[src/rtl/rcdls_pkg.sv]
// shared types, constants and helpers for the rc channel drive and link supervisor
package rcdls_pkg;

  localparam int CHANNEL_OFFSET = 750;

  localparam logic [16:0] ACT_MAX  = 17'h1FFFF;
  localparam logic [15:0] SIL_MAX  = 16'hFFFF;
  localparam logic [15:0] HOLD_MAX = 16'hFFFF;

  localparam logic        DRIVE_MODE_RESET       = 1'b0;
  localparam logic [7:0]  DEADBAND_RESET         = 8'd50;
  localparam logic [10:0] SWITCH_THRESHOLD_RESET = 11'd1800;
  localparam logic [15:0] HOLD_MS_RESET          = 16'd3000;
  localparam logic [16:0] LINK_TIMEOUT_MS_RESET  = 17'd60000;
  localparam logic [15:0] FAILSAFE_MS_RESET      = 16'd100;
  localparam logic [10:0] NEUTRAL_PULSE_RESET    = 11'd1500;

  typedef enum logic [1:0] {
    MODE_FRAME     = 2'd0,
    MODE_TICK      = 2'd1,
    MODE_LINK_DOWN = 2'd2
  } item_mode_t;

  typedef enum logic [2:0] {
    REG_DRIVE_MODE       = 3'd0,
    REG_DEADBAND         = 3'd1,
    REG_SWITCH_THRESHOLD = 3'd2,
    REG_HOLD_MS          = 3'd3,
    REG_LINK_TIMEOUT_MS  = 3'd4,
    REG_FAILSAFE_MS      = 3'd5,
    REG_NEUTRAL_PULSE    = 3'd6
  } cfg_index_t;

  typedef struct packed {
    logic        reverse;
    logic [10:0] level;
  } motor_t;

  typedef struct packed {
    motor_t motor_one;
    motor_t motor_two;
    logic   relay_one_on;
    logic   relay_two_on;
    logic   link_select;
    logic   camera_on;
    logic   failsafe_active;
  } result_t;

  // channel width halved and centered
  function automatic logic signed [11:0] center_channel(input logic [10:0] width);
    logic signed [11:0] half;
    half = $signed({2'b00, width[10:1]});
    return half - $signed(12'(CHANNEL_OFFSET));
  endfunction

  // halve with truncation toward zero
  function automatic logic signed [12:0] half_trunc(input logic signed [12:0] v);
    logic signed [12:0] t;
    t = v + $signed({12'b0, v[12]});
    return t >>> 1;
  endfunction

  // direction and magnitude with deadband
  function automatic motor_t mix_motor(input logic signed [12:0] v, input logic [7:0] dz);
    logic [12:0] mag;
    motor_t      m;
    mag = v[12] ? 13'(-v) : 13'(v);
    if (mag < {5'b0, dz}) begin
      m.reverse = 1'b0;
      m.level   = '0;
    end else begin
      m.reverse = v[12];
      m.level   = mag[10:0];
    end
    return m;
  endfunction

endpackage

[src/rtl/rc_channel_drive_and_link_supervisor.sv]
// rc channel drive and link supervisor top level
// Takes one beat per clock while not stalled, updating all supervisor state as it accepts:
// channel frames drive the mixer or pulse passthrough and the relay hold switches, 1 ms
// ticks advance the saturating silence, link and hold counters, and link-down events
// pick the link and camera line. Every accepted input beat yields exactly one registered
// result beat; a result register plus one skid stage let a second beat in while the first
// result waits, and in_stall rises only when both are full. The APB registers are read
// and written at byte address 4*index and are meant to change only while the block is idle.
module rc_channel_drive_and_link_supervisor (
  input  logic        clk,
  input  logic        rst,
  input  logic        in_valid,
  output logic        in_stall,
  input  logic [1:0]  mode,
  input  logic [10:0] stick_one,
  input  logic [10:0] stick_two,
  input  logic [10:0] aux_five,
  input  logic [10:0] aux_eight,
  input  logic        down_link,
  output logic        out_valid,
  input  logic        out_stall,
  output logic        motor_one_reverse,
  output logic [10:0] motor_one_level,
  output logic        motor_two_reverse,
  output logic [10:0] motor_two_level,
  output logic        relay_one_on,
  output logic        relay_two_on,
  output logic        link_select,
  output logic        camera_on,
  output logic        failsafe_active,
  input  logic        psel,
  input  logic        penable,
  input  logic        pwrite,
  input  logic [4:0]  paddr,
  input  logic [31:0] pwdata,
  output logic [31:0] prdata,
  output logic        pready
);
  import rcdls_pkg::*;

  // configuration
  logic        drive_mode;
  logic [7:0]  deadband;
  logic [10:0] switch_threshold;
  logic [15:0] hold_ms;
  logic [16:0] link_timeout_ms;
  logic [15:0] failsafe_ms;
  logic [10:0] neutral_pulse;

  // supervisor state
  logic        active_link, active_link_next;
  logic        camera_level, camera_level_next;
  logic [16:0] activity_count, activity_count_next;
  logic [15:0] silence_count, silence_count_next;
  logic        hold_armed [2];
  logic        hold_armed_next [2];
  logic [15:0] hold_count [2];
  logic [15:0] hold_count_next [2];
  logic        relay_level [2];
  logic        relay_level_next [2];
  motor_t      motor [2];
  motor_t      motor_next [2];

  // output buffering
  result_t     result;
  result_t     out_data;
  result_t     skid_data;
  logic        skid_valid;

  logic        in_accept;
  logic        out_take;
  logic        cfg_write;
  cfg_index_t  cfg_sel;

  logic signed [11:0] off_one, off_two;
  logic signed [12:0] mix_one, mix_two;
  logic [16:0] act_inc;
  logic [15:0] sil_inc;
  logic [15:0] hold_inc [2];
  logic [10:0] aux [2];
  logic [10:0] fs_level;

  assign in_accept = in_valid & ~in_stall;
  assign out_take  = out_valid & ~out_stall;
  assign in_stall  = skid_valid;
  assign pready    = 1'b1;
  assign cfg_write = psel & penable & pwrite & pready;
  assign cfg_sel   = cfg_index_t'(paddr[4:2]);

  // config registers
  always_ff @(posedge clk) begin
    if (rst) begin
      drive_mode       <= DRIVE_MODE_RESET;
      deadband         <= DEADBAND_RESET;
      switch_threshold <= SWITCH_THRESHOLD_RESET;
      hold_ms          <= HOLD_MS_RESET;
      link_timeout_ms  <= LINK_TIMEOUT_MS_RESET;
      failsafe_ms      <= FAILSAFE_MS_RESET;
      neutral_pulse    <= NEUTRAL_PULSE_RESET;
    end else if (cfg_write) begin
      unique case (cfg_sel)
        REG_DRIVE_MODE:       drive_mode       <= pwdata[0];
        REG_DEADBAND:         deadband         <= pwdata[7:0];
        REG_SWITCH_THRESHOLD: switch_threshold <= pwdata[10:0];
        REG_HOLD_MS:          hold_ms          <= pwdata[15:0];
        REG_LINK_TIMEOUT_MS:  link_timeout_ms  <= pwdata[16:0];
        REG_FAILSAFE_MS:      failsafe_ms      <= pwdata[15:0];
        REG_NEUTRAL_PULSE:    neutral_pulse    <= pwdata[10:0];
        default: begin
        end
      endcase
    end
  end

  always_comb begin
    unique case (cfg_sel)
      REG_DRIVE_MODE:       prdata = 32'(drive_mode);
      REG_DEADBAND:         prdata = 32'(deadband);
      REG_SWITCH_THRESHOLD: prdata = 32'(switch_threshold);
      REG_HOLD_MS:          prdata = 32'(hold_ms);
      REG_LINK_TIMEOUT_MS:  prdata = 32'(link_timeout_ms);
      REG_FAILSAFE_MS:      prdata = 32'(failsafe_ms);
      REG_NEUTRAL_PULSE:    prdata = 32'(neutral_pulse);
      default:              prdata = '0;
    endcase
  end

  // mixer
  assign off_one  = center_channel(stick_one);
  assign off_two  = center_channel(stick_two);
  assign mix_one  = half_trunc({off_one[11], off_one} - {off_two[11], off_two});
  assign mix_two  = half_trunc(13'(-({off_one[11], off_one} + {off_two[11], off_two})));
  assign act_inc  = (activity_count != ACT_MAX) ? activity_count + 17'd1 : activity_count;
  assign sil_inc  = (silence_count != SIL_MAX) ? silence_count + 16'd1 : silence_count;
  assign aux[0]   = aux_five;
  assign aux[1]   = aux_eight;
  assign fs_level = drive_mode ? neutral_pulse : 11'd0;

  always_comb begin
    for (int k = 0; k < 2; k++) begin
      hold_inc[k] = (hold_armed[k] && hold_count[k] != HOLD_MAX) ?
                    hold_count[k] + 16'd1 : hold_count[k];
    end
  end

  // next state for one beat
  always_comb begin
    active_link_next    = active_link;
    camera_level_next   = camera_level;
    activity_count_next = activity_count;
    silence_count_next  = silence_count;
    for (int k = 0; k < 2; k++) begin
      hold_armed_next[k]  = hold_armed[k];
      hold_count_next[k]  = hold_count[k];
      relay_level_next[k] = relay_level[k];
      motor_next[k]       = motor[k];
    end
    unique case (item_mode_t'(mode))
      MODE_FRAME: begin
        activity_count_next = '0;
        silence_count_next  = '0;
        if (!drive_mode) begin
          motor_next[0] = mix_motor(mix_one, deadband);
          motor_next[1] = mix_motor(mix_two, deadband);
        end else begin
          motor_next[0] = '{reverse: 1'b0, level: stick_two};
          motor_next[1] = '{reverse: 1'b0, level: stick_one};
        end
        for (int k = 0; k < 2; k++) begin
          if (aux[k] > switch_threshold) begin
            if (!hold_armed[k]) begin
              hold_armed_next[k] = 1'b1;
              hold_count_next[k] = '0;
            end
          end else begin
            hold_armed_next[k]  = 1'b0;
            hold_count_next[k]  = '0;
            relay_level_next[k] = 1'b0;
          end
        end
      end
      MODE_TICK: begin
        silence_count_next = sil_inc;
        if (act_inc > link_timeout_ms) begin
          active_link_next    = ~active_link;
          camera_level_next   = ~active_link;
          activity_count_next = '0;
        end else begin
          activity_count_next = act_inc;
        end
        for (int k = 0; k < 2; k++) begin
          hold_count_next[k] = hold_inc[k];
          if (hold_armed[k] && hold_inc[k] > hold_ms) begin
            relay_level_next[k] = 1'b1;
          end
        end
        if (sil_inc > failsafe_ms) begin
          motor_next[0].level = fs_level;
          motor_next[1].level = fs_level;
        end
      end
      MODE_LINK_DOWN: begin
        active_link_next    = ~down_link;
        camera_level_next   = ~down_link;
        activity_count_next = '0;
      end
      default: begin
      end
    endcase
  end

  always_comb begin
    result.motor_one       = motor_next[0];
    result.motor_two       = motor_next[1];
    result.relay_one_on    = relay_level_next[0];
    result.relay_two_on    = relay_level_next[1];
    result.link_select     = active_link_next;
    result.camera_on       = camera_level_next;
    result.failsafe_active = silence_count_next > failsafe_ms;
  end

  always_ff @(posedge clk) begin
    if (rst) begin
      active_link    <= 1'b0;
      camera_level   <= 1'b0;
      activity_count <= '0;
      silence_count  <= '0;
      for (int k = 0; k < 2; k++) begin
        hold_armed[k]  <= 1'b0;
        hold_count[k]  <= '0;
        relay_level[k] <= 1'b0;
        motor[k]       <= '0;
      end
    end else if (in_accept) begin
      active_link    <= active_link_next;
      camera_level   <= camera_level_next;
      activity_count <= activity_count_next;
      silence_count  <= silence_count_next;
      for (int k = 0; k < 2; k++) begin
        hold_armed[k]  <= hold_armed_next[k];
        hold_count[k]  <= hold_count_next[k];
        relay_level[k] <= relay_level_next[k];
        motor[k]       <= motor_next[k];
      end
    end
  end

  // result register and skid stage
  always_ff @(posedge clk) begin
    if (rst) begin
      out_valid  <= 1'b0;
      skid_valid <= 1'b0;
    end else if (!out_valid || out_take) begin
      if (skid_valid) begin
        out_valid  <= 1'b1;
        skid_valid <= 1'b0;
      end else begin
        out_valid <= in_accept;
      end
    end else if (in_accept) begin
      skid_valid <= 1'b1;
    end
  end

  always_ff @(posedge clk) begin
    if (!out_valid || out_take) begin
      out_data <= skid_valid ? skid_data : result;
    end
    if (in_accept && out_valid && !out_take) begin
      skid_data <= result;
    end
  end

  assign motor_one_reverse = out_data.motor_one.reverse;
  assign motor_one_level   = out_data.motor_one.level;
  assign motor_two_reverse = out_data.motor_two.reverse;
  assign motor_two_level   = out_data.motor_two.level;
  assign relay_one_on      = out_data.relay_one_on;
  assign relay_two_on      = out_data.relay_two_on;
  assign link_select       = out_data.link_select;
  assign camera_on         = out_data.camera_on;
  assign failsafe_active   = out_data.failsafe_active;

`ifndef SYNTHESIS
  a_skid_implies_out: assert property (@(posedge clk) disable iff (rst)
    skid_valid |-> out_valid) else $error("skid stage full with empty result register");

  a_waiting_beat_kept: assert property (@(posedge clk) disable iff (rst)
    out_valid && out_stall |=> out_valid) else $error("waiting result beat dropped");

  a_camera_follows_link: assert property (@(posedge clk) disable iff (rst)
    camera_level == active_link) else $error("camera line differs from active link");

  a_disarmed_idle: assert property (@(posedge clk) disable iff (rst)
    (!hold_armed[0] |-> hold_count[0] == '0 && !relay_level[0]) and
    (!hold_armed[1] |-> hold_count[1] == '0 && !relay_level[1]))
    else $error("disarmed hold timer not cleared");
`endif

endmodule
[config.mk]
export PLATFORM = sky130hd
export DESIGN_NAME = rc_channel_drive_and_link_supervisor
export DESIGN_NICKNAME = d
export VERILOG_FILES = /design/src/rtl/rcdls_pkg.sv /design/src/rtl/rc_channel_drive_and_link_supervisor.sv
export SDC_FILE = /design/constraint.sdc
export NUM_CORES = 1
export LEC_CHECK = 0
export BUFFER_PORTS_ARGS = -buffer_cell sky130_fd_sc_hd__buf_2
export CAP_MARGIN = 20
export CORE_MARGIN = 5
export CORE_UTILIZATION = 50
export CTS_CLUSTER_SIZE = 24
export DETAILED_ROUTE_END_ITERATION = 10
export PLACE_DENSITY = 0.67
export SYNTH_ARGS = -nofsm -noshare
export SYNTH_HDL_FRONTEND = slang
export SYNTH_SLANG_ARGS = --single-unit
[constraint.sdc]
create_clock -name clk -period 21.7 [get_ports clk]
set_input_delay 4.34 -clock clk [delete_from_list [all_inputs] [get_ports clk]]
set_output_delay 4.34 -clock clk [all_outputs]
set_load 0.05 [all_outputs]
==> results.py, run 1 <==
metrics = {
    "clock_network": {
        "clock-sinks": 235,
        "post_cts_buffers": 0,
        "cts.repair.resized": 0,
        "postCtsHoldBufs": 0,
        "insertion_delay_ns": 0.57,
        "cts_tree": "yes",
        "cts_buffer_depth": 3,
        "path_clk_slew_ns": 0.06,
        "htree_levels": 1,
        "cts_made_buffers": 28,
        "cts-root-buf": "clkbuf_16",
    },
    "floorplan": {
        "fp.dieH_microns": 198,
        "core.rowCount": 68,
        "io_pins": 155,
        "die_area_sq_mm": 0.0390,
        "core_sq_mm": 0.0346,
        "die-width_microns": 198,
        "start_util_pct": 50.8,
    },
    "synthesis": {
        "synth-edff-count": 118,
        "synth_top_cell_by_area": "edfxtp_1",
        "synthSimpleGateAreaFrac_pct": 19.6,
        "synth-xor-area-share_pct": 5.90,
        "synth_top_area_share_pct": 20.1,
        "synth_compound_area_share_pct": 21.4,
        "syn_inst": 2078,
        "synth_warnings": 0,
        "synth_adder_area_share_pct": 11.2,
        "synth_top_family_by_area": "compound AO/OA/AOI/OAI gates",
        "synth_area_leaders": "edfxtp_1 20%, dfxtp_1 13%, ha_1 11%, nand2_1 5.4%, a21oi_1 3.9%",
        "ys_ff_latch": 235,
        "async_flop_share_pct": 0,
        "ys_seq_area_share_pct": 33.5,
        "yosysUniqueCellTypes": 90,
        "syn_area_per_cell_sq_um": 8.47,
        "synth_flop_cell": "edfxtp_1",
        "synth.area.mux_share_pct": 3.03,
        "syn_area_sq_mm": 0.0176,
    },
    "layout": {
        "diodes": 0,
        "drive_above_1_share_pct": 10.9,
        "final_cell_area_sq_mm": 0.0195,
        "area_growth_pct": 10.9,
        "fin_cells": 2639,
        "nets": 2409,
        "num-fill-cells": 3127,
    },
    "worst_setup_path": {
        "worstSetupPathType": "input pin to flop",
        "worst-path-max-fanout": 10,
        "required_ns": 21.96,
        "cpMaxStageDelayCell": "nor4_1",
        "worstSetupStartpointType": "input pin",
        "critPathMaxStageDelay_ns": 0.46,
        "r2r_slack_ns": 15.24,
        "cpMostUsedCell": "o21ai_0",
        "crit_arrival_ns": 11.95,
        "cp-end-kind": "flop",
    },
    "grt": {
        "grt_usage_pct": 26.8,
        "grt_pass1_wl_microns": 84100,
        "overflow": 0,
        "grt_max_degree": 72,
        "first_global_vias": 15300,
        "antenna_found_initial": 0,
    },
    "power_and_ir_drop": {
        "p_total_mw": 1.53,
        "power-per-cell-area_mw_per_mm2": 78.2,
        "p_clk_share_pct": 32.0,
        "leakagePower_nw": 8.04,
        "peakVddDrop_mv": 0.0603,
        "sequentialPowerShare_pct": 33.8,
        "p_comb_share_pct": 34.2,
        "power.share.switching_pct": 37.1,
        "netSwitchingPower_mw": 0.566,
        "p_int_mw": 0.959,
    },
    "place": {
        "io_buffers": 121,
        "dpl.hpwl_microns": 41100,
        "numPlacedInstances": 2587,
        "place.gp.congestion": 0.894,
        "dpl_cell_area_sq_mm": 0.0185,
    },
    "route": {
        "met1Wirelength_microns": 23100,
        "highest_layer": "met4",
        "initialDrtViolationCount": 1538,
        "wl_met3_microns": 4820,
        "post_drt_wl_per_cell_microns": 20.5,
        "totalWireLength_microns": 54100,
        "vias": 16000,
        "routed-wl-met2_microns": 24200,
        "drtAntennaViolNets": 0,
        "dr.pass1.iters": 5,
        "via_per_inst": 6.05,
        "drcViolationCount": 0,
    },
    "timing": {
        "clock_skew_ns": 0.0261,
        "relSlewSlack_pct": 31.7,
        "setup_viol": 0,
        "fmax_mhz": 85.6,
        "period_needed_ns": 11.69,
        "hold_viol_final": 0,
        "fin_tns_setup_ns": 0,
        "drv_slew": 0,
        "fin_crit_sh_pct": 53.8,
        "rsz0062_at_grt": "false",
        "tightest_slew_ns": 1.02,
    },
    "job": {
        "maxCapViolCount": 0,
    },
    "min_path": {
        "hold_path_class": "flop to flop",
    },
    "outcome": {
        "status": "completed",
    },
}
[cell families (layout without fill, tap and decap cells)]
logic type / after synthesis / after routing
other: 2 / 16
XOR/XNOR: 117 / 117
adder cells (fa/ha/maj): 156 / 156
AND/OR/NAND/NOR: 717 / 717
buffers and inverters: 235 / 327
AO/OA/AOI/OAI: 564 / 564
flip-flops: 235 / 235
multiplexers: 52 / 52
[layout by cell type, fill, tap and decap left out, drive strengths merged, types with 9 or more instances in the layout]
cell	count
nand2	251
nor2	166
ha	154
buf	144
a21oi	139
inv	132
edfxtp	118
o21ai	118
dfxtp	117
xnor2	74
nor2b	57
mux2i	42
xor2	42
a22oi	39
nand4	38
o211ai	38
nand3	37
clkbuf	35
a21o	34
o21a	32
nor3	29
nand2b	26
and3	25
o22ai	24
o31ai	21
and2	19
conb	16
or3	14
a31oi	13
clkinv	13
or2	12
a211oi	12
a221oi	11
nor4	11
mux2	10
o221ai	9
nor3b	9
[worst max-delay path, delay by kind of cell]
family                   cells  cell delay [ns]
multiplexers                 1             0.46
AND/OR/NAND/NOR              9             1.98
adder cells (fa/ha/maj)      4             1.21
XOR/XNOR                     2             0.61
buffers and inverters        2             0.25
AO/OA/AOI/OAI               15             3.08
[state kept, by name (all words and copies together) (netlist names), 11 cells and up]
signal,cells
activity_count,17
failsafe_ms,16
hold_count,32
hold_ms,16
link_timeout_ms,17
motor,24
motor_one_level,11
motor_two_level,11
neutral_pulse,11
silence_count,16
skid_data,29
switch_threshold,11
[power groups by stage]
stage / Combinational (mW) / Sequential [mW] / Clock (mW)
2_1_floorplan: 0.331 / 0.573 / 0
3_3_place_gp: 0.501 / 0.524 / 0
3_5_place_dp: 0.510 / 0.525 / 0
4_1_cts: 0.513 / 0.516 / 0.493
5_1_grt: 0.565 / 0.518 / 0.514
6_report: 0.521 / 0.516 / 0.488
[metal layers]
layer  track usage (%)  up-vias
li1                  -     7661
met1              36.8     7504
met2              43.0      678
met3              4.59      112
met4              9.00        0
met5                 0        -
[area by class of cell]
class | count | area (sq um) | share of cell area, %
Clock inverter | 17 | 171 | 0.879
Clock buffer | 35 | 781 | 4.00
Inverter | 131 | 492 | 2.52
Multi-Input combinational cell | 1622 | 10800 | 55.5
Tap cell | 455 | 569 | 2.92
Sequential cell | 235 | 5890 | 30.2
Timing Repair Buffer | 144 | 778 | 3.99
[synth_stat cells, types with 7 or more instances]
| cell type | number |
|---|---|
| a211oi_1 | 10 |
| a21o_1 | 34 |
| a21oi_1 | 138 |
| a221oi_1 | 11 |
| a22o_1 | 7 |
| a22oi_1 | 39 |
| a31oi_1 | 13 |
| and2_1 | 18 |
| and3_1 | 25 |
| buf_1 | 10 |
| buf_4 | 17 |
| clkbuf_1 | 72 |
| dfxtp_1 | 117 |
| edfxtp_1 | 118 |
| ha_1 | 154 |
| inv_1 | 130 |
| mux2_2 | 10 |
| mux2i_1 | 42 |
| nand2_1 | 251 |
| nand2b_1 | 26 |
| nand3_1 | 37 |
| nand3b_1 | 8 |
| nand4_1 | 38 |
| nor2_1 | 166 |
| nor2b_1 | 57 |
| nor3_1 | 27 |
| nor3b_1 | 8 |
| nor4_1 | 11 |
| o211ai_1 | 37 |
| o21a_1 | 32 |
| o21ai_0 | 107 |
| o21ai_1 | 9 |
| o221ai_1 | 9 |
| o22ai_1 | 23 |
| o31ai_1 | 20 |
| o32ai_1 | 8 |
| or2_2 | 11 |
| or3_1 | 14 |
| xnor2_1 | 74 |
| xor2_1 | 42 |
[final timing paths]
kind / startpoint / to / cells after the start
setup / recovery: stick_one[2] / motor[0][15]$_SDFFCE_PN0P_ / 33
hold reg to reg: failsafe_ms[9]$_SDFFE_PP0P_ / failsafe_ms[9]$_SDFFE_PP0P_ / 2
setup reg to reg: silence_count[3]$_SDFFE_PP0P_ / motor_two_level[9]$_DFFE_PP_ / 22
hold / removal: failsafe_ms[9]$_SDFFE_PP0P_ / failsafe_ms[9]$_SDFFE_PP0P_ / 2
[per-stage QoR]
stage | util (%) | setup slack, ns | hold slack (ns)
global route | 56.3 | 9.40 | 0.475
detailed placement | 53.6 | 9.61 | 0.451
finish | 56.3 | 10.01 | 0.459
floorplan | - | 10.79 | 0.436
global placement | 53.6 | 9.76 | 0.441
CTS | 56.3 | 10.16 | 0.459
No activity file was read; power rests on OpenSTA's default activity.
==> run 2: changes to the inputs <==
--- a/config.mk
+++ b/config.mk
@@ -11,7 +11,7 @@
 export CORE_UTILIZATION = 50
 export CTS_CLUSTER_SIZE = 24
 export DETAILED_ROUTE_END_ITERATION = 10
-export PLACE_DENSITY = 0.67
+export PLACE_DENSITY = 0.69
 export SYNTH_ARGS = -nofsm -noshare
 export SYNTH_HDL_FRONTEND = slang
 export SYNTH_SLANG_ARGS = --single-unit
==> constraint.sdc (replaced) <==
create_clock -name clk -period 9.99 [get_ports clk]
set_input_delay 1.998 -clock clk [delete_from_list [all_inputs] [get_ports clk]]
set_output_delay 1.998 -clock clk [all_outputs]
set_load 0.05 [all_outputs]
==> run 2 against run 1 <==
Compared with the run above: sequential power is 120% higher; clock power up 120%; critical endpoint is now motor[0][13]$_SDFFCE_PN0P_; worst setup slack got worse by 9.2 ns; final area hardly changed; clock skew fell by 0.00079 ns; worst hold slack got worse by 0.0025 ns; total power rose by 120%; sequential share of layout area about the same; utilization is essentially flat; critical path depth did not move.
==> results.py, run 2 (synthesized netlist as in run 1, its figures left out) <==
metrics = {
    "grt": {
        "grt_usage_pct": 26.9,
        "grt_max_degree": 45,
        "antenna_found_initial": 0,
        "first_global_vias": 15400,
        "grt_pass1_wl_microns": 85000,
        "overflow": 0,
    },
    "floorplan": {
        "core_sq_mm": 0.0346,
        "fp.dieH_microns": 198,
        "die_area_sq_mm": 0.0390,
        "die-width_microns": 198,
        "start_util_pct": 50.8,
        "io_pins": 155,
        "core.rowCount": 68,
    },
    "layout": {
        "nets": 2412,
        "diodes": 0,
        "regMostFlops": "hold_count",
        "num-fill-cells": 3191,
        "area_growth_pct": 10.8,
        "final_util_pct": 56.3,
        "drive_above_1_share_pct": 10.8,
        "layout_commonest_cell": "nand2_1",
        "reg_top3": "hold_count (32), skid_data (29), motor (24)",
        "final_cell_mix": "250 x nand2_1, 165 x nor2_1, 154 x ha_1",
        "largest_register_ffs": 32,
    },
    "min_path": {
        "hold_path_depth": 2,
        "hold_path_class": "flop to flop",
        "hold_start": "link_timeout_ms[16]$_SDFFE_PP0P_",
        "hold_end": "link_timeout_ms[16]$_SDFFE_PP0P_",
    },
    "route": {
        "drtAntennaViolNets": 0,
        "vias": 16200,
        "routed-wl-met2_microns": 24800,
        "post_drt_wl_per_cell_microns": 20.8,
        "highest_layer": "met4",
        "met1Wirelength_microns": 23500,
        "dr.pass1.iters": 6,
        "drcViolationCount": 0,
        "initialDrtViolationCount": 1507,
        "totalWireLength_microns": 55000,
        "via_per_inst": 6.12,
        "wl_met3_microns": 4710,
    },
    "worst_setup_path": {
        "regToRegStartpoint": "silence_count[3]$_SDFFE_PP0P_",
        "r2r-end": "motor_one_level[8]$_DFFE_PP_",
        "crit_arrival_ns": 9.40,
        "cp-end-kind": "flop",
        "worstSetupStartpointType": "input pin",
        "crit_start": "stick_one[3]",
        "worstSetupPathType": "input pin to flop",
        "path_delay_family": "compound AO/OA/AOI/OAI gates",
        "critPathMaxStageDelay_ns": 0.45,
        "r2r_cells": 22,
        "path_buf_inv": 2,
        "cpMostUsedCell": "o21ai_0",
        "required_ns": 10.24,
        "worst-path-max-fanout": 10,
        "r2r_slack_ns": 3.74,
        "cpMaxStageDelayCell": "ha_1",
    },
    "place": {
        "io_buffers": 121,
        "dpl.hpwl_microns": 41500,
        "place.gp.congestion": 0.956,
    },
    "clock_network": {
        "clock-sinks": 235,
        "cts_made_buffers": 28,
        "cts_tree": "yes",
        "post_cts_buffers": 0,
        "cts-root-buf": "clkbuf_16",
        "cts_buffer_depth": 3,
        "insertion_delay_ns": 0.56,
        "htree_levels": 1,
        "cts.repair.resized": 0,
        "path_clk_slew_ns": 0.06,
        "postCtsHoldBufs": 0,
    },
    "timing": {
        "tightest_slew_ns": 1.08,
        "relSlewSlack_pct": 27.7,
        "clock_skew_ns": 0.0254,
        "drv_slew": 0,
        "rsz0062_at_grt": "false",
        "setup_viol": 0,
        "period_needed_ns": 9.15,
        "hold_viol_final": 0,
        "fin_tns_setup_ns": 0,
        "fmax_mhz": 109,
        "fin_crit_sh_pct": 91.6,
    },
    "power_and_ir_drop": {
        "peakVddDrop_mv": 0.127,
        "leakagePower_nw": 8.03,
        "power-per-cell-area_mw_per_mm2": 169,
    },
    "outcome": {
        "status": "completed",
    },
    "job": {
        "maxCapViolCount": 0,
    },
}
## run 2: cell types whose count changed in the layout (fill, tap and decap cells not counted), moves of 2 or more
| cell | before | now |
|---|---|---|
| buf_4 | 23 | 26 |
| clkinv_2 | 7 | 5 |
| clkinvlp_4 | 0 | 2 |
| clkbuf_16 | 30 | 28 |
| clkinv_1 | 4 | 7 |
## run 2: worst max-delay path by stage
stage	to	slack, ns	cells past startpoint
finish	motor[0][13]$_SDFFCE_PN0P_	0.84	33
global route	motor[0][17]$_SDFFCE_PN0P_	0.36	33
CTS	motor[0][13]$_SDFFCE_PN0P_	1.05	33
detailed placement	motor[0][13]$_SDFFCE_PN0P_	0.53	33
floorplan	motor_two_level[1]$_DFFE_PP_	1.77	34
global placement	motor[0][17]$_SDFFCE_PN0P_	0.66	33
## run 2: cell type report
type	count	area, sq um	share of cell area, %
Multi-Input combinational cell	1622	10800	55.5
Sequential cell	235	5890	30.2
Timing Repair Buffer	147	801	4.11
Clock buffer	32	716	3.67
Tap cell	455	569	2.92
Inverter	131	492	2.52
Clock inverter	20	211	1.08
## run 2: report_power, final
group / internal [mW] / switching [mW]
combinational: 0.364 / 0.769
sequential: 1.09 / 0.0317
clock: 0.617 / 0.430
total: 2.07 / 1.23
## run 2: through the flow
step	hold slack (ns)	worst slack, ns	instances	area, sq um	total power [mW]
after floorplan	0.436	1.77	2092	17600	1.96
after global placement	0.443	0.656	2590	18600	2.22
after detailed placement	0.449	0.527	2590	18600	2.25
after CTS	0.457	1.05	2642	19500	3.29
after global routing	0.490	0.356	2642	19500	3.45
final	0.457	0.838	2642	19500	3.30
## run 2: tightest hold or removal path, stage by stage (launching register included)
cell	delay, ns
dfxtp_1	0.31
nand2_1	0.05
a21oi_1	0.05
## run 2: metal layers
metal,global-route usage (%),up-vias
met1,37.1,7645
met3,3.80,125
met2,43.8,740
li1,-,7666
met5,0,-
met4,8.34,0
